==> config.mk <==
export PLATFORM = sky130hd
export DESIGN_NAME = size_class_free_list_allocator
export DESIGN_NICKNAME = d
export VERILOG_FILES = /design/src/design/scfla_pkg.sv /design/src/design/size_class_free_list_allocator.sv /design/src/design/scfla_ram.sv /design/src/design/scfla_search.sv
export SDC_FILE = /design/constraint.sdc
export NUM_CORES = 2
export LEC_CHECK = 0
export ABC_AREA = 1
export ABC_CLOCK_PERIOD_IN_PS = 14100
export BUFFER_PORTS_ARGS = -buffer_cell sky130_fd_sc_hd__buf_2
export CORE_UTILIZATION = 64
export CTS_CLUSTER_SIZE = 28
export DETAILED_ROUTE_END_ITERATION = 16
export PLACE_DENSITY = 0.79
export SLEW_MARGIN = 20
export SYNTH_ARGS = -nofsm -noshare
export SYNTH_HDL_FRONTEND = slang
export SYNTH_SLANG_ARGS = --single-unit
==> constraint.sdc <==
create_clock -name clock -period 14.1 [get_ports clock]
set_clock_uncertainty 0.15 [all_clocks]
set_input_delay 1.41 -clock clock [delete_from_list [all_inputs] [get_ports clock]]
set_output_delay 1.41 -clock clock [all_outputs]
set_load 0.05 [all_outputs]
==> src/design/scfla_pkg.sv <==
// Package for the size class free list allocator.
// Holds sizes, status codes, item types and ring address helpers.
// Used by the top level and scfla_search; depends on nothing.
package scfla_pkg;

   localparam int NUM_CLASSES     = 4;
   localparam int UNITS_PER_CLASS = 64;
   localparam int HEADER_BYTES    = 4;

   localparam int SIZE_W   = 16;
   localparam int UNIT_W   = 6;
   localparam int CLS_W    = 2;
   localparam int STATUS_W = 3;
   localparam int OFFSET_W = 22;

   localparam int PTR_W      = $clog2(UNITS_PER_CLASS);
   localparam int CNT_W      = $clog2(UNITS_PER_CLASS + 1);
   localparam int INUSE_W    = $clog2(NUM_CLASSES + 1);
   localparam int RING_DEPTH = NUM_CLASSES * UNITS_PER_CLASS;
   localparam int RING_AW    = $clog2(RING_DEPTH);
   localparam int STRIDE_W   = SIZE_W + 1;
   localparam int PROD_W     = UNIT_W + STRIDE_W;

   localparam logic [STATUS_W-1:0] ST_OK       = 3'd0;
   localparam logic [STATUS_W-1:0] ST_ZERO     = 3'd1;
   localparam logic [STATUS_W-1:0] ST_NOSLOT   = 3'd2;
   localparam logic [STATUS_W-1:0] ST_EXHAUST  = 3'd3;
   localparam logic [STATUS_W-1:0] ST_UNKNOWN  = 3'd4;
   localparam logic [STATUS_W-1:0] ST_OVERFLOW = 3'd5;

   localparam logic MODE_ALLOC = 1'b0;
   localparam logic MODE_FREE  = 1'b1;

   typedef struct packed {
      logic              mode;
      logic [SIZE_W-1:0] block_bytes;
      logic [UNIT_W-1:0] unit_index;
   } req_type;

   typedef struct packed {
      logic                ok;
      logic [STATUS_W-1:0] status;
      logic [CLS_W-1:0]    class_index;
      logic [UNIT_W-1:0]   granted_index;
      logic [OFFSET_W-1:0] byte_offset;
   } rsp_type;

   typedef struct packed {
      logic             done;
      logic             hit;
      logic [CLS_W-1:0] cls;
   } search_type;

   function automatic logic [RING_AW-1:0] ring_addr(input logic [CLS_W-1:0] cls,
                                                    input logic [PTR_W-1:0] ptr);
      int sum;
      sum = int'(cls) * UNITS_PER_CLASS + int'(ptr);
      return RING_AW'(sum);
   endfunction

   function automatic logic [PTR_W-1:0] next_ptr(input logic [PTR_W-1:0] ptr);
      logic [PTR_W-1:0] nxt;
      if (32'(ptr) == UNITS_PER_CLASS - 1) begin
         nxt = '0;
      end else begin
         nxt = ptr + PTR_W'(1);
      end
      return nxt;
   endfunction

endpackage

==> src/design/size_class_free_list_allocator.sv <==
// Top level of the size class free list allocator: sequencer, class tables and ring RAM.
// Depends on scfla_pkg, scfla_ram and scfla_search.
//
// A request is taken when start is high and busy is low, and exactly one result item
// follows, shown for one cycle with rsp_strobe high; the receiver must take it then.
// A request with a zero size answers in the cycle after it is taken. Any other request walks the class
// table with one comparator, one class per cycle, stopping at the first match; a free or a failed
// allocate answers when the walk ends, and a successful allocate then reads the ring RAM and
// forms the byte offset with one multiply. No clearing pass follows reset: ring slots that were
// never written read as their own slot number.
module size_class_free_list_allocator import scfla_pkg::*; (
   input  logic    clock,
   input  logic    reset,
   input  logic    start,
   output logic    busy,
   input  req_type req_item,
   output logic    rsp_strobe,
   output rsp_type rsp_item
);

   localparam int STATE_W = 2;
   localparam logic [STATE_W-1:0] S_IDLE   = 2'd0;
   localparam logic [STATE_W-1:0] S_SEARCH = 2'd1;
   localparam logic [STATE_W-1:0] S_READ   = 2'd2;
   localparam logic [STATE_W-1:0] S_OFFSET = 2'd3;

   logic [STATE_W-1:0] state_ff, state_in;
   req_type            req_ff, req_in;
   logic [CLS_W-1:0]   cls_ff, cls_in;
   logic [PTR_W-1:0]   slot_ff, slot_in;
   logic               written_ff, written_in;
   logic [UNIT_W-1:0]  granted_ff, granted_in;
   logic [PROD_W-1:0]  prod_ff, prod_in;
   rsp_type            rsp_ff, rsp_in;
   logic               strobe_ff, strobe_in;

   logic [SIZE_W-1:0]  size_ff [NUM_CLASSES];
   logic [SIZE_W-1:0]  size_in [NUM_CLASSES];
   logic [PTR_W-1:0]   head_ff [NUM_CLASSES];
   logic [PTR_W-1:0]   head_in [NUM_CLASSES];
   logic [PTR_W-1:0]   tail_ff [NUM_CLASSES];
   logic [PTR_W-1:0]   tail_in [NUM_CLASSES];
   logic [CNT_W-1:0]   count_ff [NUM_CLASSES];
   logic [CNT_W-1:0]   count_in [NUM_CLASSES];
   logic               wrap_ff [NUM_CLASSES];
   logic               wrap_in [NUM_CLASSES];
   logic [INUSE_W-1:0] in_use_ff, in_use_in;

   logic               search_go;
   search_type         search;

   logic               ram_wr_en;
   logic [RING_AW-1:0] ram_wr_addr;
   logic [UNIT_W-1:0]  ram_wr_data;
   logic               ram_rd_en;
   logic [RING_AW-1:0] ram_rd_addr;
   logic [UNIT_W-1:0]  ram_rd_data;

   function automatic rsp_type make_rsp(input logic [STATUS_W-1:0] status,
                                        input logic [CLS_W-1:0] cls,
                                        input logic [UNIT_W-1:0] idx,
                                        input logic [OFFSET_W-1:0] off);
      rsp_type r;
      r.ok            = (status == ST_OK);
      r.status        = status;
      r.class_index   = cls;
      r.granted_index = idx;
      r.byte_offset   = off;
      return r;
   endfunction

   scfla_search u_search (
      .clock      (clock),
      .reset      (reset),
      .go         (search_go),
      .size_value (req_ff.block_bytes),
      .class_size (size_ff),
      .in_use     (in_use_ff),
      .result     (search)
   );

   scfla_ram #(
      .WIDTH (UNIT_W),
      .DEPTH (RING_DEPTH)
   ) u_ring (
      .clock   (clock),
      .wr_en   (ram_wr_en),
      .wr_addr (ram_wr_addr),
      .wr_data (ram_wr_data),
      .rd_en   (ram_rd_en),
      .rd_addr (ram_rd_addr),
      .rd_data (ram_rd_data)
   );

   always_comb begin
      logic [CLS_W-1:0]    c;
      logic [UNIT_W-1:0]   idx;
      logic [STRIDE_W-1:0] stride;
      logic [PROD_W-1:0]   off_sum;

      state_in   = state_ff;
      req_in     = req_ff;
      cls_in     = cls_ff;
      slot_in    = slot_ff;
      written_in = written_ff;
      granted_in = granted_ff;
      prod_in    = prod_ff;
      rsp_in     = rsp_ff;
      strobe_in  = 1'b0;
      size_in    = size_ff;
      head_in    = head_ff;
      tail_in    = tail_ff;
      count_in   = count_ff;
      wrap_in    = wrap_ff;
      in_use_in  = in_use_ff;
      search_go  = 1'b0;
      ram_wr_en   = 1'b0;
      ram_wr_addr = '0;
      ram_wr_data = '0;
      ram_rd_en   = 1'b0;
      ram_rd_addr = '0;
      c       = search.cls;
      idx     = written_ff ? ram_rd_data : UNIT_W'(slot_ff);
      stride  = STRIDE_W'(req_ff.block_bytes) + STRIDE_W'(HEADER_BYTES);
      off_sum = prod_ff + PROD_W'(HEADER_BYTES);

      case (state_ff)
         S_IDLE: begin
            if (start) begin
               req_in = req_item;
               if (req_item.block_bytes == '0) begin
                  rsp_in    = make_rsp(ST_ZERO, '0, '0, '0);
                  strobe_in = 1'b1;
               end else begin
                  search_go = 1'b1;
                  state_in  = S_SEARCH;
               end
            end
         end
         S_SEARCH: begin
            if (search.done) begin
               if (req_ff.mode == MODE_ALLOC) begin
                  if (!search.hit && (32'(in_use_ff) >= NUM_CLASSES)) begin
                     rsp_in    = make_rsp(ST_NOSLOT, '0, '0, '0);
                     strobe_in = 1'b1;
                     state_in  = S_IDLE;
                  end else begin
                     if (!search.hit) begin
                        c          = CLS_W'(in_use_ff);
                        size_in[c] = req_ff.block_bytes;
                        in_use_in  = in_use_ff + INUSE_W'(1);
                     end
                     cls_in = c;
                     if (count_ff[c] == '0) begin
                        rsp_in    = make_rsp(ST_EXHAUST, c, '0, '0);
                        strobe_in = 1'b1;
                        state_in  = S_IDLE;
                     end else begin
                        ram_rd_en   = 1'b1;
                        ram_rd_addr = ring_addr(c, head_ff[c]);
                        slot_in     = head_ff[c];
                        written_in  = wrap_ff[c] || (head_ff[c] < tail_ff[c]);
                        head_in[c]  = next_ptr(head_ff[c]);
                        count_in[c] = count_ff[c] - CNT_W'(1);
                        state_in    = S_READ;
                     end
                  end
               end else begin
                  if (!search.hit) begin
                     rsp_in = make_rsp(ST_UNKNOWN, '0, '0, '0);
                  end else if ((count_ff[c] >= CNT_W'(UNITS_PER_CLASS))
                               || (32'(req_ff.unit_index) >= UNITS_PER_CLASS)) begin
                     rsp_in = make_rsp(ST_OVERFLOW, c, '0, '0);
                  end else begin
                     ram_wr_en   = 1'b1;
                     ram_wr_addr = ring_addr(c, tail_ff[c]);
                     ram_wr_data = req_ff.unit_index;
                     tail_in[c]  = next_ptr(tail_ff[c]);
                     if (32'(tail_ff[c]) == UNITS_PER_CLASS - 1) begin
                        wrap_in[c] = 1'b1;
                     end
                     count_in[c] = count_ff[c] + CNT_W'(1);
                     rsp_in      = make_rsp(ST_OK, c, '0, '0);
                  end
                  strobe_in = 1'b1;
                  state_in  = S_IDLE;
               end
            end
         end
         S_READ: begin
            granted_in = idx;
            prod_in    = PROD_W'(idx) * PROD_W'(stride);
            state_in   = S_OFFSET;
         end
         S_OFFSET: begin
            rsp_in    = make_rsp(ST_OK, cls_ff, granted_ff, off_sum[OFFSET_W-1:0]);
            strobe_in = 1'b1;
            state_in  = S_IDLE;
         end
         default: begin
            state_in = S_IDLE;
         end
      endcase
   end

   always_ff @(posedge clock) begin
      req_ff     <= req_in;
      cls_ff     <= cls_in;
      slot_ff    <= slot_in;
      written_ff <= written_in;
      granted_ff <= granted_in;
      prod_ff    <= prod_in;
      rsp_ff     <= rsp_in;
      if (reset) begin
         state_ff  <= S_IDLE;
         strobe_ff <= 1'b0;
         in_use_ff <= '0;
         for (int i = 0; i < NUM_CLASSES; i++) begin
            size_ff[i]  <= '0;
            head_ff[i]  <= '0;
            tail_ff[i]  <= '0;
            count_ff[i] <= CNT_W'(UNITS_PER_CLASS);
            wrap_ff[i]  <= 1'b0;
         end
      end else begin
         state_ff  <= state_in;
         strobe_ff <= strobe_in;
         in_use_ff <= in_use_in;
         size_ff   <= size_in;
         head_ff   <= head_in;
         tail_ff   <= tail_in;
         count_ff  <= count_in;
         wrap_ff   <= wrap_in;
      end
   end

   assign busy       = (state_ff != S_IDLE);
   assign rsp_strobe = strobe_ff;
   assign rsp_item   = rsp_ff;

   a_strobe_idle: assert property (@(posedge clock) disable iff (reset)
      rsp_strobe |-> !busy)
      else $error("Result item shown while a request is still in progress.");

   a_ok_status: assert property (@(posedge clock) disable iff (reset)
      rsp_strobe |-> (rsp_item.ok == (rsp_item.status == ST_OK)))
      else $error("Result ok flag disagrees with its status.");

   a_zero_size: assert property (@(posedge clock) disable iff (reset)
      (start && !busy && (req_item.block_bytes == '0))
      |=> (rsp_strobe && (rsp_item.status == ST_ZERO) && !busy))
      else $error("Zero size request did not answer at once.");

   a_search_busy: assert property (@(posedge clock) disable iff (reset)
      (start && !busy && (req_item.block_bytes != '0)) |=> (busy && !rsp_strobe))
      else $error("Nonzero request did not start a class search.");

endmodule

==> src/design/scfla_ram.sv <==
// Generic single write port, single read port RAM with registered read data.
// Used for the free index rings; depends on nothing.
module scfla_ram #(
   parameter int WIDTH = 8,
   parameter int DEPTH = 16
) (
   input  logic                     clock,
   input  logic                     wr_en,
   input  logic [$clog2(DEPTH)-1:0] wr_addr,
   input  logic [WIDTH-1:0]         wr_data,
   input  logic                     rd_en,
   input  logic [$clog2(DEPTH)-1:0] rd_addr,
   output logic [WIDTH-1:0]         rd_data
);

   logic [WIDTH-1:0] mem_ff [DEPTH];
   logic [WIDTH-1:0] rd_data_ff;

   always_ff @(posedge clock) begin
      if (wr_en) begin
         mem_ff[wr_addr] <= wr_data;
      end
      if (rd_en) begin
         rd_data_ff <= mem_ff[rd_addr];
      end
   end

   assign rd_data = rd_data_ff;

endmodule

==> src/design/scfla_search.sv <==
// Class lookup unit: one size comparator stepped over the classes, matching only claimed ones.
// Depends on scfla_pkg.
module scfla_search import scfla_pkg::*; (
   input  logic               clock,
   input  logic               reset,
   input  logic               go,
   input  logic [SIZE_W-1:0]  size_value,
   input  logic [SIZE_W-1:0]  class_size [NUM_CLASSES],
   input  logic [INUSE_W-1:0] in_use,
   output search_type         result
);

   logic             running_ff;
   logic             running_in;
   logic [CLS_W-1:0] scan_ff;
   logic [CLS_W-1:0] scan_in;
   logic             match;
   logic             last;

   assign match = running_ff && (32'(scan_ff) < 32'(in_use))
                  && (class_size[scan_ff] == size_value);
   assign last  = (32'(scan_ff) == NUM_CLASSES - 1);

   assign result.done = running_ff && (match || last);
   assign result.hit  = match;
   assign result.cls  = scan_ff;

   always_comb begin
      running_in = running_ff;
      scan_in    = scan_ff;
      if (go) begin
         running_in = 1'b1;
         scan_in    = '0;
      end else if (result.done) begin
         running_in = 1'b0;
      end else if (running_ff) begin
         scan_in = scan_ff + CLS_W'(1);
      end
   end

   always_ff @(posedge clock) begin
      if (reset) begin
         running_ff <= 1'b0;
         scan_ff    <= '0;
      end else begin
         running_ff <= running_in;
         scan_ff    <= scan_in;
      end
   end

endmodule

## Word-level counts from Yosys, hierarchy flattened

Memory sizes are Yosys's and may differ from the RTL's. A register that Yosys moved wholly into a read port is not among the register bits.
Index checks and enable logic that the tools add are counted.

- Add/sub/neg operators: 10
- $mul: 1
- Order comparisons: 10
- Equality and inequality tests: 16
- Mux-type cells: 116
- Bitwise operators: 10
- Reductions and logical operators: 27

Operator list:

| kind | number |
|---|---|
| $mux 34 | 8 |
| $mux 6 | 26 |
| $mux 28 | 5 |
| $pmux 34 s3 | 1 |
| $mux 8 | 10 |
| $bwmux 64 | 1 |
| $bwmux 28 | 2 |
| $bwmux 24 | 2 |
| $mux 16 | 3 |
| $mux 7 | 6 |
| $bmux 6 s2 | 3 |
| $bmux 16 s2 | 1 |
| $demux 16 s2 | 1 |
| $bmux 7 s2 | 2 |
| $demux 7 s2 | 2 |
| $mux 1 | 26 |
| $demux 6 s2 | 2 |
| $add 22x3->22 const B | 1 |
| $mul 6x17->22 | 1 |
| $mux 2 | 11 |
| $reduce_and 5->1 | 4 |
| $add 16x3->17 const B | 1 |
| $add 8x6->8 | 2 |
| $eq 16x16->1 | 1 |
| 36 further kinds | 68 |

- Bits in registers: 247
- Bits in writable memories: 1,536
- Input bits: 26
- Output and inout bits: 36
- Memories: 1

Memories:

| name | words | width | rd ports | clocked after Yosys merged registers in | write ports | line | RTL |
|---|---|---|---|---|---|---|---|
| u_ring.mem_ff | 256 | 6 | 1 | 1 | 1 | scfla_ram.sv:16 | `logic [WIDTH-1:0] mem_ff [DEPTH];` |

## Depth between registers and ports, before layout

- Word-level depth: 24
- Depth in mapped cells: 38

## Modules after synthesis

Synthesis repeated with hierarchy kept, for this count alone.

- Cell total of the unflattened synthesis: 7,480
- Area total of the unflattened synthesis: 78,738.0 µm²

By module, submodules not included:

| module | instances | cells each | area each (µm²) | sequential area each (µm²) |
|---|---|---|---|---|
| scfla_ram | 1 | 5,386 | 63,211.9 | 46,304.4 |
| size_class_free_list_allocator | 1 | 1,868 | 14,347.5 | 5,825.6 |
| scfla_search | 1 | 226 | 1,178.6 | 60.1 |

## Least setup slack after synthesis

OpenSTA, ideal clock, no wires.

- Path type: flip-flop to flip-flop
- Start point: reg u_search.scan_ff[0]
- End point: mem u_ring.mem_ff[0][0] (netlist name) (data pin)
- Setup time: 1.393 ns
- Data arrival time: 8.364 ns
- Data required time: 12.557 ns
- Path slack: 4.193 ns
- Stages on the path, launching flop included: 15
- Path buffers: 3
- Clock period less this slack: 9.907 ns
- Cells stage by stage: dfxtp_1 > buf_4 > buf_6 > nand2_1 > nand3_1 > nand2_1 > nand2_1 > nand2_1 > or3_1 > nor4_1 > nand3b_1 > nor4_1 > nand4_1 > clkbuf_1 > nor2_1

- Longest elaborated chain between the ends: 10
- Elaborated cells on any way between the ends: 20

RTL lines:

| item | line | RTL |
|---|---|---|
| from (decl) | scfla_search.sv:15 | `logic [CLS_W-1:0] scan_ff;` |
| from (signal assigned) | scfla_search.sv:47 | `scan_ff <= scan_in;` |
| $not 2->3 (implied by the code) | size_class_free_list_allocator.sv:171, scfla_search.sv:21 |  |
| $bmux 7 s2 / $bmux 16 s2 (equally long branches) | size_class_free_list_allocator.sv:171, scfla_search.sv:21 |  |
| $mux 7 (implied by the code) / $mux 16 (equally long branches) (2 in series) | size_class_free_list_allocator.sv:171, scfla_search.sv:21 |  |
| $ge 7x7->1 / $eq 16x16->1 (equally long branches) | size_class_free_list_allocator.sv:171, scfla_search.sv:21 |  |
| $mux 6 / $logic_and 1x1->1 (equally long branches) | size_class_free_list_allocator.sv:171, scfla_search.sv:21 |  |
| $mux 6 / $logic_or 1x1->1 (equally long branches) | size_class_free_list_allocator.sv:169, scfla_search.sv:24 |  |
| $mux 6 / $logic_and 1x1->1 (equally long branches) | size_class_free_list_allocator.sv:142, scfla_search.sv:24 |  |
| $mux 6 (*) | size_class_free_list_allocator.sv:141 | `if (search.done) begin` |
| $mux 6 (*) | size_class_free_list_allocator.sv:127 | `case (state_ff)` |
| net ram_wr_data[0] | size_class_free_list_allocator.sv:54 | `logic [UNIT_W-1:0] ram_wr_data;` |
| to (decl) | scfla_ram.sv:16 |  |

The timed path passes the listed nets; every way through them passes the cells marked *. The select of a mux whose other input is x is not followed.

## Final worst setup path

- Start point: reg u_search.scan_ff[0]
- End point: reg u_ring.rd_data_ff[3] (netlist: u_ring.rd_data[3]) (read register of u_ring.mem_ff) (data pin)

- Longest elaborated chain between the ends: 21
- Elaborated cells on any way between the ends: 37

RTL lines:

| item | line | RTL |
|---|---|---|
| $not 2->3 (implied by the code) | scfla_search.sv:21 | `&& (class_size[scan_ff] == size_value);` |
| $bmux 16 s2 | scfla_search.sv:21 |  |
| $mux 16 (implied by the code) (2 in series) | scfla_search.sv:21 |  |
| $eq 16x16->1 | scfla_search.sv:21 |  |
| $logic_and 1x1->1 | scfla_search.sv:21 |  |
| $mux 2 | size_class_free_list_allocator.sv:148 | `if (!search.hit) begin` |
| $mux 2 | size_class_free_list_allocator.sv:143 | `if (!search.hit && (32'(in_use_ff) >= NUM_CLASSES)) begin` |
| $mux 2 | size_class_free_list_allocator.sv:142 | `if (req_ff.mode == MODE_ALLOC) begin` |
| [... 3 more ...] | - |  |
| $bmux 6 s2 / $bmux 7 s2 (equally long branches) | size_class_free_list_allocator.sv:160, size_class_free_list_allocator.sv:154 |  |
| $mux 6 (implied by the code) / $mux 7 (equally long branches) (2 in series) | size_class_free_list_allocator.sv:160, size_class_free_list_allocator.sv:154 |  |
| $add 8x6->8 / $logic_not 7->1 (equally long branches) | scfla_pkg.sv:57, size_class_free_list_allocator.sv:154 |  |
| $mux 8 / $mux 1 (equally long branches) | size_class_free_list_allocator.sv:154 | `if (count_ff[c] == '0) begin` |
| $mux 8 / $mux 1 (equally long branches) | size_class_free_list_allocator.sv:143 |  |
| $mux 8 / $mux 1 (equally long branches) | size_class_free_list_allocator.sv:142 |  |
| $mux 8 / $mux 1 (equally long branches) | size_class_free_list_allocator.sv:141 |  |
| $mux 8 / $mux 1 (equally long branches) | size_class_free_list_allocator.sv:127 |  |
| to (decl) | scfla_ram.sv:17 | `logic [WIDTH-1:0] rd_data_ff;` |

Several ways; a longest one is shown, not always the timed one. The select of a mux whose other input is x is not followed.
A chain may end at the register's enable or synchronous reset.

==> impl_metrics.json <==
{
  "clock-sinks": 1789,
  "clockPowerShare": 0.436,
  "cap_violations": 0,
  "cts_resized": 0,
  "synthesis.nets": 8690,
  "ant_nets": 0,
  "rsz0062_at_grt": "no",
  "antenna_found_initial": 6,
  "leakagePower_uw": 0.0381,
  "initial_core_util": 0.648,
  "synthDistinctLibCells": 55,
  "core_area_um2": 130000,
  "die_area_um2": 133000,
  "synth_enable_flop_cells": 1636,
  "rows": 132,
  "grt_pass1_vias": 59600,
  "wl_per_cell_um": 22.3,
  "clkSlewWorstSetupHoldPaths_ps": 70,
  "num-nets-final": 8457,
  "crit_fanout": 76,
  "fp.dieH_um": 365,
  "p_int_uw": 8420,
  "critPathKind": "reg -> reg",
  "place_hpwl_mm": 131,
  "fin_crit_ps": 8810,
  "dr.pass1.iters": 12,
  "clockBufferDepth": 3,
  "drcViolationCount": 0,
  "cp-end-kind": "register",
  "yosysSeqAreaShare": 0.619,
  "finalHoldViolCount": 0,
  "run_status": "completed",
  "critical_path_buf_inv_count": 8,
  "fin_total_pwr_uw": 10600,
  "path_delay_family": "simple AND/OR/NAND/NOR gates",
  "synth-seq-cells": 1789,
  "cpMaxStageDelayCell": "clkinv_2",
  "io_pins": 62,
  "io_buffers": 61,
  "setup_viol": 0,
  "cts_made_buffers": 176,
  "gp_congestion": 0.934,
  "root_buffer": "clkbuf_16",
  "grt_use_total": 0.340,
  "die_w_um": 365,
  "final_cell_mix": "edfxtp_1 (1636), inv_1 (1436), nand3_1 (1427)",
  "holdBufCountCts": 0,
  "yosysWarnings": 0,
  "grt_pass1_wl_mm": 347,
  "tightestPinTransition_ps": 1230,
  "p_seq_frac": 0.540,
  "finalWirelength_mm": 228,
  "finalCritPeriodShare": 0.625,
  "worstSetupStartpointType": "register",
  "synth.area.top_cells": "edfxtp_1 (58%), nand3_1 (8.5%), inv_1 (6.4%)",
  "min_path_type": "reg -> reg",
  "syn_inst": 8553,
  "layout_commonest_cell": "edfxtp_1",
  "avgSynthCellArea_um2": 9.86,
  "combPwrFrac": 0.024,
  "swShare": 0.207,
  "drive_gt1_frac": 0.0586,
  "area_growth_syn_to_layout_pct": 7.45,
  "postCtsSetupRepairBufs": 0,
  "slew_headroom": 0.177,
  "yosys.area.top_type_share": 0.583,
  "drv_slew": 0,
  "fmax_mhz": 113,
  "syn_area_um2": 84300,
  "clk-insertion-delay-late_ps": 820,
  "critPathMostFrequentCell": "nand2_1",
  "required_ps": 14510,
  "grt_overflow": 0,
  "power_switching_uw": 2200,
  "dp.cells": 9882,
  "cpPeakStageDelay_ps": 910,
  "cts.htree.levels": 4,
  "powerDensity_nw_per_um2": 117,
  "crit_path_start": "u_search.scan_ff[0]",
  "synth.largest_area_cell": "edfxtp_1",
  "setup_tns_ps": 0,
  "layoutNonFillerInstCount": 10200,
  "r2r-start": "u_search.scan_ff[0]",
  "vias_per_cell": 6.21,
  "arrival_ps": 9220,
  "synth-main-ff-cell": "edfxtp_1",
  "cts_tree": "built",
  "drt-initial-drc-count": 10100,
  "vdd_drop_max_mv": 0.152,
  "vias": 63400,
  "async_reset_ff_frac": 0,
  "hp-start": "head_ff[16]",
  "grt_max_degree": 218
}
==> through the flow <==
step	util	setup slack [ps]	instance area (um2)	hold slack, ps
floorplan	-	4190	84300	280
global placement	0.653	5720	84900	301
detailed placement	0.653	5630	84900	302
CTS	0.696	5550	90600	312
global route	0.696	4860	90600	341
finish	0.696	5290	90600	326
==> path summary, 6_finish.rpt <==
kind,slack [ps],cells past startpoint,to
max reg2reg,5290,32,u_ring.rd_data[3]
max,5290,32,u_ring.rd_data[3]
min,330,2,head_ff[16]
min reg2reg,330,2,head_ff[16]
==> area by class of cell <==
type / instances / area [um2]
Sequential cell: 1789 / 52200
Fill cell: 9238 / 39500
Timing Repair Buffer: 150 / 1130
Inverter: 1451 / 5460
Multi-Input combinational cell: 4752 / 24000
Clock inverter: 95 / 828
Clock buffer: 229 / 4800
Tap cell: 1742 / 2180
Antenna cell: 1 / 2.50
==> layer usage <==
metal | vias to the layer above | track usage | routed length [um]
met1 | 29900 | 0.458 | 83300
met2 | 4301 | 0.529 | 105000
met3 | 759 | 0.0723 | 27900
met5 | - | 0 | 57
met4 | 8 | 0.165 | 11500
li1 | 28400 | - | -
==> synthesized netlist by cell type (6+ instances only) <==
cell / instances
a211oi_1: 17
a21oi_1: 170
a22oi_1: 6
a32oi_1: 7
buf_1: 30
buf_2: 234
buf_4: 46
buf_6: 27
clkbuf_1: 223
dfxtp_1: 153
edfxtp_1: 1636
fa_1: 60
ha_1: 51
inv_1: 1438
inv_2: 9
nand2_1: 1400
nand3_1: 1430
nand4_1: 584
nor2_1: 592
nor2_2: 8
nor3_1: 16
nor4_1: 6
o211ai_1: 10
o21ai_0: 175
o21ai_1: 19
o21bai_1: 26
o221ai_1: 7
o22ai_1: 28
or2_2: 55
xnor2_1: 6
xor2_1: 33
==> power by group through the flow <==
| stage | clock [uW] | sequential, uW | combinational (uW) |
|---|---|---|---|
| finish | 4620 | 5730 | 260 |
| global route | 4830 | 5730 | 293 |
| CTS | 4630 | 5730 | 260 |
| detailed placement | 0 | 5840 | 258 |
| global placement | 0 | 5840 | 248 |
| floorplan | 0 | 5860 | 185 |
==> logic make-up (layout without fill, tap and decap cells) <==
family | after synthesis | in the layout | synth area share
AND/OR/NAND/NOR | 4120 | 4120 | 0.226
buffers and inverters | 2012 | 1925 | 0.0976
flip-flops | 1789 | 1789 | 0.619
AO/OA/AOI/OAI | 482 | 482 | 0.0319
adder cells (fa/ha/maj) | 111 | 111 | 0.0218
XOR/XNOR | 39 | 39 | 0.00405
other | 0 | 1 | 0
==> worst reg2reg max path: cells and delay by family, from the launching register on <==
family | cells | cell delay, ps
AOI/OAI and AO/OA | 1 | 140
adders and majority gates | 1 | 260
buffers and inverters | 8 | 3570
DFF | 1 | 320
and+or+nand+nor | 22 | 4140
==> registers in the layout (all words and copies together), names as in the netlist, 22 cells and up, named ones only <==
| register | flops |
|---|---|
| u_ring.mem_ff | 1536 |
| size_ff | 64 |
| rsp_item | 34 |
| count_ff | 28 |
| head_ff | 24 |
| tail_ff | 24 |
| req_ff | 23 |
| prod_ff | 22 |
Note: power is estimated with default switching activity, not from simulation.
